[config.mk]
export PLATFORM = sky130hd
export DESIGN_NAME = fege_ctrl
export DESIGN_NICKNAME = d
export VERILOG_FILES = /design/src/rtl/core/fege_pkg.sv /design/src/rtl/core/fege_ctrl.sv
export SDC_FILE = /design/constraint.sdc
export NUM_CORES = 1
export LEC_CHECK = 0
export BUFFER_PORTS_ARGS = -buffer_cell sky130_fd_sc_hd__buf_2
export CAP_MARGIN = 10
export CELL_PAD_IN_SITES_DETAIL_PLACEMENT = 1
export CELL_PAD_IN_SITES_GLOBAL_PLACEMENT = 2
export CORE_MARGIN = 4
export CORE_UTILIZATION = 21
export DETAILED_ROUTE_END_ITERATION = 16
export GPL_ROUTABILITY_DRIVEN = 1
export PLACE_DENSITY = 0.78
export SYNTH_ARGS = -nofsm -noshare
export SYNTH_HDL_FRONTEND = slang
export SYNTH_SLANG_ARGS = --single-unit
export TNS_END_PERCENT = 50
[constraint.sdc]
create_clock -name clk -period 1.35 [get_ports clk]
set_input_delay 0.2025 -clock clk [delete_from_list [all_inputs] [get_ports clk]]
set_output_delay 0.2025 -clock clk [all_outputs]
set_load 0.005 [all_outputs]
[src/rtl/core/fege_pkg.sv]
`default_nettype none
package fege_pkg;

  // Default geometry and level limit
  localparam int GRID_W_DEF    = 128;
  localparam int GRID_H_DEF    = 128;
  localparam int LEVEL_MAX_DEF = 320;

  localparam int HEAT_W = 12;
  localparam int DISP_W = 9;
  localparam int LVL_W  = 9;
  localparam logic [HEAT_W-1:0] HEAT_SAT = 12'd4095;

  // Neighbor cells touched per lit cell
  localparam int NB_COUNT = 6;

  // Register reset values
  localparam logic [7:0] VSPREAD_RST  = 8'd78;
  localparam logic [7:0] HSPREAD_RST  = 8'd26;
  localparam logic [7:0] RESIDUAL_RST = 8'd68;
  localparam logic [3:0] TREND_RST    = 4'd2;

  typedef enum logic [1:0] {
    K_SEED      = 2'd0,
    K_PERTURB   = 2'd1,
    K_PROPAGATE = 2'd2,
    K_READ      = 2'd3
  } kind_t;

  typedef enum logic [1:0] {
    R_VSPREAD  = 2'd0,
    R_HSPREAD  = 2'd1,
    R_RESIDUAL = 2'd2,
    R_TREND    = 2'd3
  } cfg_reg_t;

  typedef struct packed {
    logic [1:0] kind;
    logic [6:0] column;
    logic [8:0] amount;
    logic [7:0] pixel_x;
    logic [7:0] pixel_y;
  } in_item_t;

  typedef struct packed {
    logic [1:0]  op_done;
    logic [31:0] pixel_color;
  } out_item_t;

  typedef enum logic [4:0] {
    S_CLEAR,
    S_IDLE,
    S_DISPATCH,
    S_SEED,
    S_PERT_RD,
    S_PERT_WR,
    S_CELL_RD,
    S_CELL_LD,
    S_MUL,
    S_NB_RD,
    S_NB_WR,
    S_WB,
    S_NEXT,
    S_RD_C,
    S_RD_O,
    S_RD_COL,
    S_DONE
  } state_t;

  typedef struct packed {
    logic clr_wr;
    logic load;
    logic seed_wr;
    logic pert_rd;
    logic pert_wr;
    logic cell_rd;
    logic cell_ld;
    logic mul;
    logic nb_rd;
    logic nb_wr;
    logic cell_wb;
    logic step;
    logic rd_c;
    logic rd_o;
    logic color_calc;
    logic out_load;
  } cmd_t;

  typedef struct packed {
    logic  clr_last;
    kind_t kind;
    logic  cell_zero;
    logic  nb_last;
    logic  pass_last;
    logic  in_area;
    logic  out_busy;
  } stat_t;

  // Clamp to one color channel
  function automatic logic [7:0] ramp(input logic signed [11:0] v);
    if (v < 0) return 8'd0;
    if (v > 12'sd255) return 8'd255;
    return v[7:0];
  endfunction

  // Black, red, yellow, white ramp with opaque alpha
  function automatic logic [31:0] palette(input logic [LVL_W-1:0] i);
    logic signed [11:0] k;
    logic signed [11:0] gk;
    logic signed [11:0] bk;
    k  = $signed({3'b000, i});
    gk = k - 12'sd80;
    bk = k - 12'sd160;
    return {8'hFF, ramp(k + k + k), ramp(gk + gk + gk), ramp(bk + bk + bk)};
  endfunction

endpackage
`default_nettype wire

[src/rtl/core/fege_ctrl.sv]
`default_nettype none
module fege_ctrl (
  input  wire logic          clk,
  input  wire logic          rst,
  input  wire logic          in_valid,
  output logic               in_stall,
  input  fege_pkg::stat_t    stat,
  output fege_pkg::cmd_t     cmd
);
  import fege_pkg::*;

  state_t state;
  state_t state_next;

  always_ff @(posedge clk) begin
    if (rst) state <= S_CLEAR;
    else     state <= state_next;
  end

  // Next state
  always_comb begin
    state_next = state;
    unique case (state)
      S_CLEAR:    if (stat.clr_last) state_next = S_IDLE;
      S_IDLE:     if (in_valid) state_next = S_DISPATCH;
      S_DISPATCH: begin
        unique case (stat.kind)
          K_SEED:      state_next = S_SEED;
          K_PERTURB:   state_next = S_PERT_RD;
          K_PROPAGATE: state_next = S_CELL_RD;
          default:     state_next = S_RD_C;
        endcase
      end
      S_SEED:     state_next = S_DONE;
      S_PERT_RD:  state_next = S_PERT_WR;
      S_PERT_WR:  state_next = S_DONE;
      S_CELL_RD:  state_next = S_CELL_LD;
      S_CELL_LD:  state_next = stat.cell_zero ? S_NEXT : S_MUL;
      S_MUL:      state_next = S_NB_RD;
      S_NB_RD:    state_next = S_NB_WR;
      S_NB_WR:    state_next = stat.nb_last ? S_WB : S_NB_RD;
      S_WB:       state_next = S_NEXT;
      S_NEXT:     state_next = stat.pass_last ? S_DONE : S_CELL_RD;
      S_RD_C:     state_next = stat.in_area ? S_RD_O : S_DONE;
      S_RD_O:     state_next = S_RD_COL;
      S_RD_COL:   state_next = S_DONE;
      S_DONE:     if (!stat.out_busy) state_next = S_IDLE;
      default:    state_next = S_CLEAR;
    endcase
  end

  // Datapath commands
  always_comb begin
    cmd = '0;
    unique case (state)
      S_CLEAR:    cmd.clr_wr = 1'b1;
      S_IDLE:     cmd.load = in_valid;
      S_SEED:     cmd.seed_wr = 1'b1;
      S_PERT_RD:  cmd.pert_rd = 1'b1;
      S_PERT_WR:  cmd.pert_wr = 1'b1;
      S_CELL_RD:  cmd.cell_rd = 1'b1;
      S_CELL_LD:  cmd.cell_ld = 1'b1;
      S_MUL:      cmd.mul = 1'b1;
      S_NB_RD:    cmd.nb_rd = 1'b1;
      S_NB_WR:    cmd.nb_wr = 1'b1;
      S_WB:       cmd.cell_wb = 1'b1;
      S_NEXT:     cmd.step = 1'b1;
      S_RD_C:     cmd.rd_c = 1'b1;
      S_RD_O:     cmd.rd_o = 1'b1;
      S_RD_COL:   cmd.color_calc = 1'b1;
      S_DONE:     cmd.out_load = !stat.out_busy;
      default:    cmd = '0;
    endcase
  end

  assign in_stall = (state != S_IDLE);

endmodule
`default_nettype wire

* After elaboration in Yosys (flattened, before gate mapping)
Cells that the tools add are included.
Word-level totals: register bits 5, latch bits 0, bits in writable memories 0, memory bits (read-only) 0, output and inout port bits 17, memories 0
Operators by class: add/sub/neg operators 0, multipliers 0, div/mod/pow operators 0, magnitude comparators 0, eq/ne operators 22, shifts and indexed selects 0, mux-type cells 25, bitwise operators 0, reduce and logical (&&, ||, !) cells 5
Operators with widths (number):
- 5-bit one-hot mux with 15 select lines | 1
- 5-bit by 4-bit equality test with 1-bit output (second input constant) | 8
- 5-bit two-way mux | 5
- 5-bit by 3-bit equality test with 1-bit output (second input constant) | 4
- 1-bit two-way mux | 16
- 4-bit one-hot mux with 3 select lines | 1
- 5-bit by 2-bit equality test with 1-bit output (second input constant) | 2
- 2-bit inequality test (second input constant) | 3
- 5-bit by 1-bit equality test with 1-bit output (second input constant) | 1
- 5-bit equality test (second input constant) | 1
- 5-bit logical NOT | 1
- 5-bit by 1-bit inequality test with 1-bit output (second input constant) | 1
- 3-bit two-way mux | 1
- 3-bit AND reduction | 1
- 3-bit OR reduction | 1
- 2-bit by 1-bit equality test with 1-bit output (second input constant) | 1
- 2-bit equality test (second input constant) | 1
- 2-bit logical NOT | 1
- 2-bit two-way mux | 1
- 1-bit logical NOT | 1

* Longest topological paths before layout
Gate-level depths: netlist (run 1).
word-level depth 3, gate-level depth with buffers 6, gate-level depth less buffers 6

* Worst setup path before layout (run 1)
OpenSTA, ideal clock, no wires.
kind reg-to-output, start point reg state[0], end point out cmd[14] in the netlist's numbering, data arrival time 1242 ps, required time 1148 ps, slack -94 ps, stages on the path, launching flop included 4, cell sequence dfxtp_1 > or3b_1 > or3_4 > nor2_1
RTL lines:
- start, declared | line fege_ctrl.sv:12 | state_t state;
- start signal, assigned | line fege_ctrl.sv:17 | else state <= state_next;
- end, declared | line fege_ctrl.sv:8 | output fege_pkg::cmd_t cmd

==> key figures, run 1 <==
Run status
  • Status: finished with violations
  • Failing checks: negative setup slack

STA
  • Fmax: roughly 580 MHz
  • Slew @ Worst Pin: about 0.32 ns
  • Slew margin rel.: 78.3%
  • Final setup violation count: 21
  • Setup_tns: -4.70 ns
  • Final Hold Viols: 0
  • Final min period: 1.73 ns
  • Final worst path period share: 128%
  • Post-route setup slack: -0.379 ns
  • Final Skew: ~0.0038 ns
  • RSZ-0062 raised after global routing: true
  • Slew Limit Fails: 0

Routing
  • Vias/cell: just under 5
  • Vias: between 800 and 900
  • Routed WL: 2490 µm
  • Pre-antenna DRT Iters: 3
  • Drt drc: 0
  • WL/cell: 14.4 µm
  • Initial drt markers: 41
  • Post-route ant nets: 0

Logic synthesis
  • Number of synthesized flops with an enable pin: 0
  • Register area share after synthesis: 15.4%
  • Post-Syn Nets: 112
  • Synth cell types: 33
  • Yosys top cell by area: dfxtp_1
  • Asr flop ratio synth: 0%
  • Flops & latches, synth: 5
  • Post-Syn Instances: 97
  • Mean cell area of the mapped netlist: 6.71 µm²
  • Top_reg_cell synth: dfxtp_1
  • Synth warn: 0
  • Synth top area share: 15.4%
  • Top cells by area, synth: dfxtp_1 (15%), nor2_1 (9.2%), ha_1 (7.7%)
  • Mapped cell area: 651 µm²

Final layout
  • Fill cells: 373
  • N_diodes: 0
  • # nets final: 158
  • Utilization after layout: 38.2%
  • Max reg flops: 5
  • Biggest regs: state (5)
  • Design area: ~1100 µm²
  • Share of layout cells above drive strength 1: 54.2%
  • Biggest register: state
  • P&R area growth vs syn: 67.7%

Clock tree
  • TritonCTS Sinks: 5
  • CTS buffer count: 3
  • CTS tree: built
  • Clock Path Buffers: 2
  • CTS Hold Bufs: 0
  • Worst-Skew Late Latency: 0.25 ns
  • H-tree Lvls: 1
  • Clock root buffer: clkbuf_4
  • Clock slew at the register clock pins of the worst setup and hold paths: 0.05 ns

Worst setup path
  • Crit path cell chain: or3b_4, or3_4, nor2_2, buf_2
  • Crit path capture type: output pin
  • CP top delay family: simple AND/OR/NAND/NOR gates
  • CP startpoint kind: register
  • Critical path class: reg2out
  • WP buf/inv: 1
  • CP peak stage delay: 0.40 ns
  • Slowest cell on the critical path: or3b_4
  • WP data arrival: 1.53 ns
  • Worst-path maximum fanout: 5
  • Worst Path Required: 1.15 ns

Floorplanning
  • Initial Utilization: 22.8%
  • Die H: 63.7 µm
  • Row count: 19
  • I/O pin total: 28
  • Die W: 63.7 µm
  • Core footprint: about 2900 µm²
  • Die ar.: roughly 4000 µm²

Power
  • Leak: 0.512 nW
  • Worst vdd ir: 0.474 mV
  • Power Dens Cells: 1550 nW/µm²
  • Overall power: 1.69 mW

Run
  • Max-cap violations: 0

GRT
  • Gr usage total: 12.9%
  • Initial antenna violation count: 0
  • Largest net degree at the start of global routing: 14
  • First-pass GRT wire length: a little over 4000 µm
  • GR Overflow Total: 0
  • Vias in the first global route: 888

Place
  • PortBufs: 27
  • Hpwl dp: 1870 µm
  • Placed Area: around 920 µm²
  • Setup WS pre-CTS: -0.128 ns
  • GPL Wtd Cong: 0.787

Min path
  • Hold Path Class: in2reg
[layout make-up]
class,instances,area (µm²),area share (%)
clock buffer,3,22.5,2.06
clock inverter,1,5.00,0.459
inverter,4,15.0,1.38
multi-input combinational,81,592,54.2
sequential,5,106,9.75
tap,31,38.8,3.56
timing repair buffer,48,312,28.6
[cells in the mapped netlist (2+ instances only)]
cell / instances
nor2b_1: 3
a21oi_1: 6
buf_2: 2
dfxtp_1: 5
o2bb2ai_1: 2
nor2_1: 16
o21bai_1: 2
nor4_1: 3
nor3b_1: 3
o21ai_0: 3
nand3b_1: 3
inv_1: 4
nand2_1: 7
clkbuf_1: 4
ha_1: 4
nor3_1: 7
or2b_1: 3
nand2b_1: 5
[worst register-to-register path, delay by kind of cell (launching register included)]
kind	cells	cell delay, ns
AOI/OAI and AO/OA	1	0.11
DFF	1	0.34
and+or+nand+nor	3	0.83
buffers and inverters	2	0.27
[metrics by stage]
| stage | hold WS (ns) | cells |
|---|---|---|
| global route | 0.147 | 173 |
| global placement | 0.423 | 164 |
| detailed placement | 0.425 | 164 |
| CTS | 0.153 | 170 |
| floorplan | 0.272 | 97 |
| finish | 0.157 | 173 |
[cells in the final DEF, fill, tap and decap left out, drive strengths merged]
| master | synthesis | layout |
|---|---|---|
| o21ai | 4 | 4 |
| nand2b | 5 | 5 |
| dfxtp | 5 | 5 |
| or3 | 2 | 2 |
| ha | 4 | 4 |
| a21boi | 1 | 1 |
| nor4 | 3 | 3 |
| or4 | 1 | 1 |
| or3b | 1 | 1 |
| and3 | 1 | 1 |
| a211oi | 1 | 1 |
| o311ai | 1 | 1 |
| or2b | 3 | 3 |
| clkinv | 0 | 1 |
| o2bb2ai | 2 | 2 |
| clkbuf | 4 | 3 |
| buf | 3 | 48 |
| nand2 | 7 | 7 |
| a21oi | 6 | 6 |
| nand3 | 1 | 1 |
| nor2b | 3 | 3 |
| nor2 | 17 | 17 |
| inv | 4 | 4 |
| o31ai | 1 | 1 |
| nor3 | 7 | 7 |
| nor3b | 3 | 3 |
| o21bai | 2 | 2 |
| nand4b | 1 | 1 |
| nand3b | 3 | 3 |
| o211a | 1 | 1 |
[repair_timing]
| action | 4_1_cts | 5_1_grt |
|---|---|---|
| buffers inserted | 2 | 3 |
| resized for setup | 12 | 15 |
| setup endpoints to repair | 20 | 22 |
| pin swaps | 5 | 1 |
| hold endpoints to repair | 0 | 0 |
[final timing paths]
path / from / to / slack (ns) / depth (start not counted)
worst max-delay path: state[3]$_SDFFE_PP0P_ / cmd[14] / -0.38 / 4
worst max register to register: state[3]$_SDFFE_PP0P_ / state[0]$_SDFFE_PP0P_ / -0.27 / 6
worst min-delay path: rst / state[2]$_SDFFE_PP0P_ / 0.16 / 2
worst min register to register: state[4]$_SDFFE_PP0P_ / state[1]$_SDFFE_PP0P_ / 0.65 / 3
[layer usage]
| layer | up-vias | wire length (µm) | global-route usage [%] | share of wire (%) |
|---|---|---|---|---|
| met5 | - | 0 | 0 | 0 |
| met3 | 6 | 91 | 2.49 | 3.7 |
| li1 | 430 | - | - | - |
| met2 | 19 | 1330 | 24.6 | 53 |
| met1 | 397 | 998 | 13.3 | 40 |
| met4 | 0 | 74 | 5.66 | 3.0 |
[cells by family (layout without fill, tap and decap cells)]
| kind of cell | after synthesis | in the layout | share of synthesized area [%] |
|---|---|---|---|
| simple gates | 58 | 58 | 49.4 |
| compound gates | 19 | 19 | 19.6 |
| buf+inv | 11 | 56 | 7.88 |
| flops | 5 | 5 | 15.4 |
| fa+ha+maj | 4 | 4 | 7.69 |
[report_power, final]
part | internal [mW] | switching, mW
combinational | 0.699 | 0.575
sequential | 0.194 | 0.0387
clock | 0.108 | 0.0777
total | 1.00 | 0.691
No activity file was read; power rests on OpenSTA's default activity.
==> run 2: changes to the inputs <==
Settings changed: ABC_AREA from default to 1, ABC_CLOCK_PERIOD_IN_PS from default to 1350, CORE_MARGIN 4 to 3, CORE_UTILIZATION 21 to 18.
==> key figures, run 2 <==
Logic synthesis
  • Mean cell area of the mapped netlist: between 5 and 6 µm²
  • Post-Syn Nets: between 100 and 150
  • Yosys top cell by area: dfxtp_1
  • XOR/XNOR share of the synthesized area: 0%
  • Main combinational cell family by area after synthesis: simple AND/OR/NAND/NOR gates
  • Post-Syn Instances: roughly 110
  • Number of synthesized flops with an enable pin: 0
  • Synth top area share: between 15 and 20%
  • Flops & latches, synth: 5
  • Synth warn: 0
  • Most frequent cells after synthesis: inv_1 (25), nor2_1 (23), nand2_1 (22)
  • Simple-gate share of the synthesized area: between 40% and 50%
  • Top_reg_cell synth: dfxtp_1
  • Synth Area in Compound Gates: 9.03%
  • Top cells by area, synth: dfxtp_1 (18%), inv_1 (17%), nor2_1 (15%)
  • Mux share of post-synthesis cell area: 0%
  • Post-Synth Adder-Cell Area: 8.81%
  • Mapped cell area: 568 µm²
  • Register area share after synthesis: 17.6%
  • Synth cell types: 16
  • Asr flop ratio synth: 0%
  • Cell with the most instances after synthesis: inv_1

Place
  • GPL Wtd Cong: about 0.8
  • PortBufs: 27
  • Placed Area: 788 µm²
  • Hpwl dp: 1800 µm

Worst setup path
  • R2r startpoint: state[0]$_SDFFE_PP0P_
  • WP data arrival: 1.27 ns
  • Worst Path Required: roughly 1.2 ns
  • Critical path class: reg2out
  • CP startpoint kind: register
  • Crit path capture type: output pin
  • Worst-path maximum fanout: 6
  • Worst setup path startpoint: state[0]$_SDFFE_PP0P_

Routing
  • Vias: 874
  • Met1 Routed Length: 1040 µm
  • WL/cell: 14.3 µm
  • Vias/cell: 4.39
  • Routed WL: 2850 µm
  • Top sig layer: met4
  • Pre-antenna DRT Iters: 4
  • Drt drc: 0
  • Initial drt markers: 24
  • Post-route ant nets: 0
  • Routed wl met3: around 100 µm
  • WL met2: 1610 µm

STA
  • RSZ-0062 raised after global routing: true
  • Post-route setup slack: -0.119 ns
  • Setup_tns: -0.514 ns
  • Final setup violation count: 13
  • Final Skew: 0.000756 ns
  • Final min period: approximately 1.5 ns
  • Slew @ Worst Pin: 0.267 ns
  • Slew Limit Fails: 0
  • Final Hold Viols: 0
  • Final worst path period share: 109%
  • Fmax: 681 MHz
  • Slew margin rel.: 82.0%

Power
  • Gate power share: 65.7%
  • Overall power: 1.36 mW
  • Net Sw Frac: 46.5%
  • Reg power frac: 20.8%
  • Worst vdd ir: 0.539 mV
  • Clk network pwr share: 13.5%
  • Internal Pwr Total: 0.729 mW
  • Sw Pwr: about 0.63 mW
  • Power Dens Cells: 1230 nW/µm²
  • Leak: 0.619 nW

Clock tree
  • CTS tree: built
  • Clock Path Buffers: 2
  • Clock root buffer: clkbuf_4
  • Clock slew at the register clock pins of the worst setup and hold paths: 0.05 ns
  • CTS buffer count: 3
  • H-tree Lvls: 1
  • Worst-Skew Late Latency: approximately 0.25 ns
  • TritonCTS Sinks: 5

Final layout
  • Biggest regs: state (5)
  • Max reg flops: 5
  • Biggest register: state
  • P&R area growth vs syn: 95.8%
  • Commonest cells after routing, fill and taps aside: buf_2 (25), nand2_1 (18), buf_4 (18), inv_1 (17), nor2_1 (14)
  • N_diodes: 0
  • Commonest non-fill, non-tap cell in the layout: buf_2
  • Utilization after layout: 38.7%
  • Design area: 1110 µm²
  • Fill cells: 375
  • Share of layout cells above drive strength 1: 55.4%
  • # nets final: 173

Floorplanning
  • I/O pin total: 28
  • Die W: 62.2 µm
  • Core footprint: 2880 µm²
  • Die ar.: 3870 µm²
  • Initial Utilization: about a fifth
  • Die H: 62.2 µm
  • Row count: 19

Min path
  • Hold Path Class: in2reg
  • Hold_sp: rst

GRT
  • Vias in the first global route: 907
  • GR Overflow Total: 0
  • Gr usage total: between 10% and 20%
  • Initial antenna violation count: 0
  • Largest net degree at the start of global routing: 10
  • First-pass GRT wire length: 4170 µm

Run
  • Max-cap violations: 0

Run status
  • Status: finished with violations
  • Failing checks: negative setup slack
run 2: cell count changes in the layout (fill, tap and decap cells not counted), sizes merged, moves of 3 or more:
cell,delta
inv,+21
nand2,+15
nand2b,-5
nand3,+8
nand3b,-3
nand4,+5
nor2,+7
nor2b,-3
nor3,-6
nor3b,-3
or2b,-3
run 2: routing by layer:
metal	track usage, %	up-vias
met3	1.08	8
met4	7.73	0
met2	25.9	25
met5	0	-
met1	14.0	412
li1	-	429
run 2: final timing paths:
path | endpoint | slack, ns | cells past startpoint
worst max-delay path | cmd[4] | -0.12 | 5
worst min-delay path | state[0]$_SDFFE_PP0P_ | 0.18 | 2
worst max register to register | state[0]$_SDFFE_PP0P_ | -0.04 | 9
worst min register to register | state[4]$_SDFFE_PP0P_ | 0.76 | 3
run 2: logic make-up (layout without fill, tap and decap cells):
| logic type | Yosys count | after routing |
|---|---|---|
| adder cells (fa/ha/maj) | 4 | 4 |
| buffers and inverters | 26 | 77 |
| AND/OR/NAND/NOR | 62 | 62 |
| AO/OA/AOI/OAI | 9 | 9 |
| flip-flops | 5 | 5 |
run 2: stage by stage:
step	std cells	setup slack (ns)	hold slack (ns)
after global placement	179	-0.0451	0.444
after floorplan	106	0.162	0.272
final	199	-0.119	0.180
after global routing	199	-0.148	0.195
after CTS	189	-0.0384	0.181
after detailed placement	179	-0.0835	0.444
run 2: repair_timing:
item | 4_1_cts | 5_1_grt
pin swaps | 2 | 8
hold buffers | 0 | 0
setup buffers | 6 | 10
resized for setup | 31 | 24
endpoints found under the setup margin | 20 | 19
run 2: area by class of cell:
class,count,area (µm²),area share (%)
timing repair buffer,48,317,28.5
sequential,5,116,10.5
inverter,25,96.3,8.66
tap,42,52.6,4.72
clock buffer,4,26.3,2.36
multi-input combinational,75,504,45.3
run 2: worst max-delay path, stage by stage, from the launching register on:
cell	delay [ns]
dfxtp_4	0.39
nor2_4	0.22
buf_4	0.15
nand3_1	0.09
inv_1	0.06
buf_2	0.10
run 2: power groups by stage:
stage	registers, mW	clock network (mW)	logic, mW
2_1_floorplan	0.216	0	0.315
3_3_place_gp	0.221	0	0.500
3_5_place_dp	0.225	0	0.514
4_1_cts	0.271	0.177	0.598
5_1_grt	0.287	0.192	0.987
6_report	0.283	0.184	0.897
==> run 3: changes to the inputs <==
Settings changed: ABC_CLOCK_PERIOD_IN_PS 1350 to default, MAX_ROUTING_LAYER from default to met4.
==> key figures, run 3 (synthesized netlist as in run 2, its figures left out) <==
Clock tree
  • CTS tree: built
  • Clock Path Buffers: 2
  • CTS buffer count: 3
  • Clock root buffer: clkbuf_4
  • Clock slew at the register clock pins of the worst setup and hold paths: 0.05 ns
  • Worst-Skew Late Latency: 0.25 ns
  • H-tree Lvls: 1
  • TritonCTS Sinks: 5

Final layout
  • P&R area growth vs syn: 95.8%
  • Share of layout cells above drive strength 1: 55.4%
  • Utilization after layout: 38.7%
  • Commonest cells after routing, fill and taps aside: buf_2 (25), nand2_1 (18), buf_4 (18), inv_1 (17), nor2_1 (14)
  • Final cell count without fillers: 199
  • Design area: around 1100 µm²
  • Commonest non-fill, non-tap cell in the layout: buf_2
  • # nets final: 173
  • Biggest regs: state (5)
  • N_diodes: 0
  • Biggest register: state
  • Max reg flops: 5

STA
  • Final Skew: 0.000667 ns
  • Final worst path period share: 109%
  • Final setup violation count: 13
  • Slew margin rel.: 81.3%
  • Hold slack: 0.179 ns
  • Post-route setup slack: -0.121 ns
  • Slew @ Worst Pin: about 0.28 ns
  • Slew Limit Fails: 0
  • Fmax: 680 MHz
  • Final min period: 1.47 ns
  • RSZ-0062 raised after global routing: true
  • Setup_tns: -0.539 ns
  • Final Hold Viols: 0

GRT
  • Gr usage total: between 10 and 15%
  • Global Route met2 Usage: around a quarter
  • GRT busiest layer: met2
  • Vias in the first global route: 907
  • Largest net degree at the start of global routing: 10
  • Initial antenna violation count: 0
  • First-pass GRT wire length: 4170 µm
  • Met1 usage: 14.1%
  • GR Util met3: 0.901%
  • GR Overflow Total: 0

Floorplanning
  • Die W: 62.2 µm
  • Die H: 62.2 µm
  • Row count: 19
  • Core footprint: approximately 2900 µm²
  • Die ar.: about 3900 µm²
  • Initial Utilization: 19.7%
  • I/O pin total: 28

Worst setup path
  • R2r setup slk: -0.04 ns
  • Reg2reg end: state[0]$_SDFFE_PP0P_
  • WP data arrival: around 1.3 ns
  • Worst-path maximum fanout: 6
  • Critical path class: reg2out
  • Worst Path Required: 1.15 ns
  • CP startpoint kind: register
  • R2r startpoint: state[0]$_SDFFE_PP0P_
  • Crit path capture type: output pin
  • R2r worst-path depth: 9

Place
  • Hpwl dp: between 1500 and 2000 µm
  • PortBufs: 27
  • Placed Area: 788 µm²
  • Setup WS pre-CTS: -0.0835 ns
  • Post-Place Cells: approximately 180
  • GPL Wtd Cong: approximately 0.84

Min path
  • Hold Path End: state[0]$_SDFFE_PP0P_
  • Hold Path Class: in2reg
  • Worst hold stages: 2
  • Hold_sp: rst

Routing
  • Routed WL: 2860 µm
  • WL/cell: 14.4 µm
  • Post-route ant nets: 0
  • Drt drc: 0
  • Initial drt markers: 25
  • Pre-antenna DRT Iters: 4
  • Vias/cell: 4.40
  • Vias: roughly 880

Run status
  • Status: finished with violations
  • Failing checks: negative setup slack

Power
  • Leak: slightly above 0.6 nW
  • Overall power: 1.37 mW
  • Power Dens Cells: 1230 nW/µm²
  • Worst vdd ir: 0.540 mV

Run
  • Max-cap violations: 0
==> run 3: report_power, final <==
part | internal, mW | switching, mW
Clock | 0.112 | 0.0719
Combinational | 0.423 | 0.475
Sequential | 0.194 | 0.0890
==> run 3: worst max-delay path by stage <==
stage	startpoint	end	depth (start not counted)
floorplan	state[2]$_SDFFE_PP0P_	state[0]$_SDFFE_PP0P_	6
global placement	state[2]$_SDFFE_PP0P_	state[2]$_SDFFE_PP0P_	6
detailed placement	state[2]$_SDFFE_PP0P_	state[2]$_SDFFE_PP0P_	6
CTS	state[2]$_SDFFE_PP0P_	cmd[8]	4
global route	state[0]$_SDFFE_PP0P_	cmd[4]	5
finish	state[0]$_SDFFE_PP0P_	cmd[4]	5
==> run 3: worst max-delay path, cell delays in order, from the launching register on <==
cell and delay (ns):
dfxtp_4 0.39, nor2_4 0.22, buf_4 0.15, nand3_1 0.09, inv_1 0.06, buf_2 0.10
==> run 3: final cells by class <==
type	count	area, µm²
Timing Repair Buffer	48	317
Inverter	25	96.3
Fill cell	375	1760
Clock buffer	4	26.3
Sequential cell	5	116
Multi-Input combinational cell	75	504
Tap cell	42	52.6
==> run 3: routing by layer <==
metal | up-vias | share of wire, %
li1 | 430 | -
met1 | 418 | 37
met2 | 21 | 57
met3 | 6 | 3.1
met4 | 0 | 2.6
met5 | - | 0
==> run 3: timing repair <==
item | CTS | global route
pin swaps | 2 | 8
buffers inserted | 6 | 10
endpoints found under the setup margin | 20 | 19
resized for setup | 31 | 24
hold buffers | 0 | 0
